$ cat src/sv/spq_pkg.sv
// Shared types and codes for the sorted priority queue.
package spq_pkg;

    // Fixed widths of the request and response words
    localparam int REQ_W     = 2;
    localparam int ID_W      = 16;
    localparam int PRIO_W    = 16;
    localparam int STAT_W    = 3;
    localparam int CNT_OUT_W = 7;

    // Request codes
    localparam logic [REQ_W-1:0] REQ_INSERT  = 2'd0;
    localparam logic [REQ_W-1:0] REQ_POP     = 2'd1;
    localparam logic [REQ_W-1:0] REQ_UPGRADE = 2'd2;
    localparam logic [REQ_W-1:0] REQ_CLEAR   = 2'd3;

    // Status codes
    localparam logic [STAT_W-1:0] ST_OK        = 3'd0;
    localparam logic [STAT_W-1:0] ST_EMPTY     = 3'd1;
    localparam logic [STAT_W-1:0] ST_FULL      = 3'd2;
    localparam logic [STAT_W-1:0] ST_NOTFOUND  = 3'd3;
    localparam logic [STAT_W-1:0] ST_NOTURGENT = 3'd4;

    typedef struct packed {
        logic [REQ_W-1:0]         req_type;
        logic [ID_W-1:0]          patient_id;
        logic signed [PRIO_W-1:0] prio_value;
    } spq_req_t;

    typedef struct packed {
        logic [STAT_W-1:0]        status;
        logic [ID_W-1:0]          popped_id;
        logic signed [PRIO_W-1:0] popped_prio;
        logic [ID_W-1:0]          front_id;
        logic signed [PRIO_W-1:0] front_prio;
        logic                     queue_empty;
        logic [CNT_OUT_W-1:0]     entry_count;
    } spq_rsp_t;

    typedef enum logic [1:0] {
        S_IDLE,
        S_EXEC,
        S_MOVE
    } spq_state_t;

    // Controller to datapath
    typedef struct packed {
        logic latch;   // capture the incoming request word
        logic find;    // register the upgrade search results
        logic apply;   // update the cells and load the response register
    } spq_cmd_t;

    // Datapath to controller
    typedef struct packed {
        logic is_upgrade;
        logic out_free;
    } spq_stat_t;

endpackage

$ cat src/sv/spq_ctrl.sv
// Request sequencer for the sorted priority queue.
module spq_ctrl (
    input  logic                clk,
    input  logic                rst_n,
    input  logic                req_valid,
    output logic                req_ready,
    input  spq_pkg::spq_stat_t  stat,
    output spq_pkg::spq_cmd_t   cmd
);

    spq_pkg::spq_state_t state_reg;
    spq_pkg::spq_state_t state_next;

    always_ff @(posedge clk or negedge rst_n)
    begin
        if (!rst_n)
        begin
            state_reg <= spq_pkg::S_IDLE;
        end
        else
        begin
            state_reg <= state_next;
        end
    end

    always_comb
    begin
        state_next = state_reg;
        unique case (state_reg)
            spq_pkg::S_IDLE:
            begin
                if (req_valid)
                begin
                    state_next = spq_pkg::S_EXEC;
                end
            end
            spq_pkg::S_EXEC:
            begin
                if (stat.is_upgrade)
                begin
                    state_next = spq_pkg::S_MOVE;
                end
                else if (stat.out_free)
                begin
                    state_next = spq_pkg::S_IDLE;
                end
            end
            spq_pkg::S_MOVE:
            begin
                if (stat.out_free)
                begin
                    state_next = spq_pkg::S_IDLE;
                end
            end
            default:
            begin
                state_next = spq_pkg::S_IDLE;
            end
        endcase
    end

    always_comb
    begin
        req_ready = 1'b0;
        cmd       = '0;
        unique case (state_reg)
            spq_pkg::S_IDLE:
            begin
                req_ready = 1'b1;
                cmd.latch = req_valid;
            end
            spq_pkg::S_EXEC:
            begin
                cmd.find  = stat.is_upgrade;
                cmd.apply = !stat.is_upgrade && stat.out_free;
            end
            spq_pkg::S_MOVE:
            begin
                cmd.apply = stat.out_free;
            end
            default:
            begin
                req_ready = 1'b0;
            end
        endcase
    end

endmodule

$ cat config.mk
export PLATFORM = sky130hd
export DESIGN_NAME = spq_ctrl
export DESIGN_NICKNAME = d
export VERILOG_FILES = /design/src/sv/spq_pkg.sv /design/src/sv/spq_ctrl.sv
export SDC_FILE = /design/constraint.sdc
export NUM_CORES = 1
export LEC_CHECK = 0
export ABC_AREA = 1
export BUFFER_PORTS_ARGS = -buffer_cell sky130_fd_sc_hd__buf_4
export CAP_MARGIN = 30
export CORE_AREA = 2 2 39 41
export DETAILED_ROUTE_END_ITERATION = 10
export DIE_AREA = 0 0 41 43
export HOLD_SLACK_MARGIN = 0.1
export PLACE_DENSITY = 0.43
export SLEW_MARGIN = 5
export SYNTH_ARGS = -nofsm -noshare
export SYNTH_HDL_FRONTEND = slang
export SYNTH_SLANG_ARGS = --single-unit
export TNS_END_PERCENT = 10
$ cat constraint.sdc
create_clock -name clk -period 1.1 [get_ports clk]
set_clock_uncertainty 0.15 [all_clocks]
set_input_delay 0.22 -clock clk [delete_from_list [all_inputs] [get_ports clk]]
set_output_delay 0.22 -clock clk [all_outputs]
set_load 0.02 [all_outputs]
==> impl_metrics.tcl <==
set metrics [dict create \
    synth_compound_area_share_pct 2.37 \
    path_clk_slew_ns 0.03 \
    place.gp.congestion 0.602 \
    cts_made_buffers 3 \
    critPathKind "flop to output pin" \
    synth_top_family_by_area "simple AND/OR/NAND/NOR gates" \
    ys_ff_latch 2 \
    setup.worst_path.end_class "output pin" \
    met3_usage_pct 3.14 \
    firstDrtPassIters 1 \
    cap_violations 0 \
    worstPathArrival_ns 1.25 \
    cp_top_family "flip-flops" \
    path_depth 7 \
    grt_use_met1_pct 8.71 \
    multiInputGateArea_um2 188 \
    min_period_over_period_pct 147 \
    layout_commonest_cell "buf_4" \
    avgViaCountPerCell 3.62 \
    synthSimpleGateAreaFrac_pct 37.9 \
    hold_ws_ns 0.125 \
    post_drt_wl_per_cell_um 8.45 \
    first_iter_violations 0 \
    peakVddDrop_uv 980 \
    netlist_instances 32 \
    ys_types 10 \
    hold_viol 0 \
    register_area_um2 50.0 \
    antenna_found_initial 0 \
    clockBufferDepth 2 \
    drive_gt1_share_pct 67.9 \
    die_h_um 43 \
    leakage_nw 0.242 \
    clock_latency_ns 0.22 \
    place_area_um2 342 \
    critPathMaxStageDelay_ns 0.39 \
    globalRouteOverflowTotal 0 \
    yosysWarningCount 0 \
    violations "setup timing" \
    grt_pass1_wl_um 972 \
    slew_violations 0 \
    largest_reg_flops 2 \
    fmax_ghz 0.618 \
    initial_core_util_pct 15.3 \
    dieWidth_um 41 \
    die-area_um2 1760 \
    period_minus_slack_ns 1.62 \
    power_density_nw_per_um2 3080 \
    met2_usage_pct 13.4 \
    coreArea_um2 1380 \
    portBuffers 8 \
    hold_class "input port to flop" \
    antennaDiodeCount 0 \
    crit_chain "buf_6, ha_4, inv_2, nand2_2, nand2_2, nor2_4, buf_6" \
    grt_pass1_vias 257 \
    drtAntennaViolNets 0 \
    fin_area_um2 463 \
    rsz0062_at_grt "true" \
    syn2layout_area_growth_pct 119 \
    critPathBufInv 3 \
    busiest_layer "met2" \
    ios 9 \
    synth-adder-area-share_pct 23.7 \
    ys_seq_area_share_pct 23.7 \
    p_total_mw 1.43 \
    cts_tree "done" \
    muxShareOfSynthArea_pct 0 \
    vias 250 \
    yosys.area_share.xor_xnor_pct 0 \
    route.detailed.drc 0 \
    htree_levels 1 \
    syn_nets 41 \
    grt_use_total_pct 9.15 \
    hold_path_depth 4 \
    ff2ff_path_depth 8 \
    cts_root_buffer "clkbuf_4" \
    rows 14 \
    final_cell_mix "buf_4, nand2_1, inv_2, buf_6, nand2_2" \
    start_kind "flop" \
    finalSetupViolCount 6 \
    grt_max_degree 4 \
    detail_route.wirelength_um 583 \
    netlist_area_um2 211 \
    status "finished with violations" \
    crit_slowest_cell "dfrtp_1" \
    final_core_util_pct 33.5 \
    crit_required_ns 0.73 \
    cp_max_fo 2 \
    nFillCells 161 \
    slew-limit-headroom_pct 91.0 \
    cts_sinks 2 \
    syn_area_per_cell_um2 6.61 \
    dp_hpwl_um 383 \
    fin_ws_ns -0.518 \
    worst_pin_slew_ns 0.134 \
    fin_nets 64 \
]
kinds of logic after synthesis:
kind of cell | after synthesis
buf+inv | 7
simple gates | 18
flops | 2
compound gates | 1
fa+ha+maj | 4
per-layer routing:
| layer | vias up | share of wire [%] |
|---|---|---|
| met1 | 108 | 40 |
| met5 | - | 0 |
| met2 | 6 | 56 |
| met4 | 0 | 0 |
| met3 | 0 | 4.3 |
| li1 | 136 | - |
cell type report:
cell class | count | area share [%]
clock buffers | 3 | 4.86
repair buffers | 18 | 33.8
multi-input cells | 23 | 40.5
flip-flops and latches | 2 | 10.8
well taps | 16 | 4.32
inverters | 7 | 5.68
Yosys cell counts:
cell	number	share of area (%)
dfrtp_1	2	24
ha_1	4	24
inv_1	5	8.9
inv_2	2	3.6
nand2_1	11	20
nand2_2	1	3.0
nand3_1	2	4.7
nor2_1	1	1.8
nor2_2	3	8.9
o21ai_0	1	2.4
stage by stage:
step | instances | TNS, ns | worst slack (ns)
global placement | 61 | -1.14 | -0.325
floorplan | 32 | -0.928 | -0.230
detailed placement | 61 | -1.15 | -0.323
finish | 69 | -2.27 | -0.518
global route | 69 | -2.75 | -0.599
CTS | 69 | -2.32 | -0.523
worst paths after layout:
check	to	from	slack, ns
min reg2reg	state_reg[0]	state_reg[0]	0.51
min in group asynchronous	state_reg[0]	rst_n	0.17
max	cmd[0]	state_reg[1]	-0.52
max in group asynchronous	state_reg[1]	rst_n	0.54
min	state_reg[0]	req_valid	0.12
max reg2reg	state_reg[1]	state_reg[1]	-0.33
worst min-delay path, cell delays in order:
cell and delay, ns:
buf_4 0.09, nor2_2 0.04, nand2_1 0.05, nand2_1 0.05
timing repair:
action                     in CTS  in global routing
hold buffers                    1                  0
buffers inserted                4                  0
setup endpoints to repair       6                  6
resized for setup              14                  0
hold endpoints to repair        2                  0
pin swaps                       5                  0
where the power goes:
part | switching, mW | leakage, nW | internal [mW]
Clock | 0.0432 | 0.0138 | 0.121
Combinational | 0.522 | 0.203 | 0.592
Sequential | 0.0366 | 0.0255 | 0.112
Total | 0.602 | 0.242 | 0.824
No activity file was read; power rests on OpenSTA's default activity.
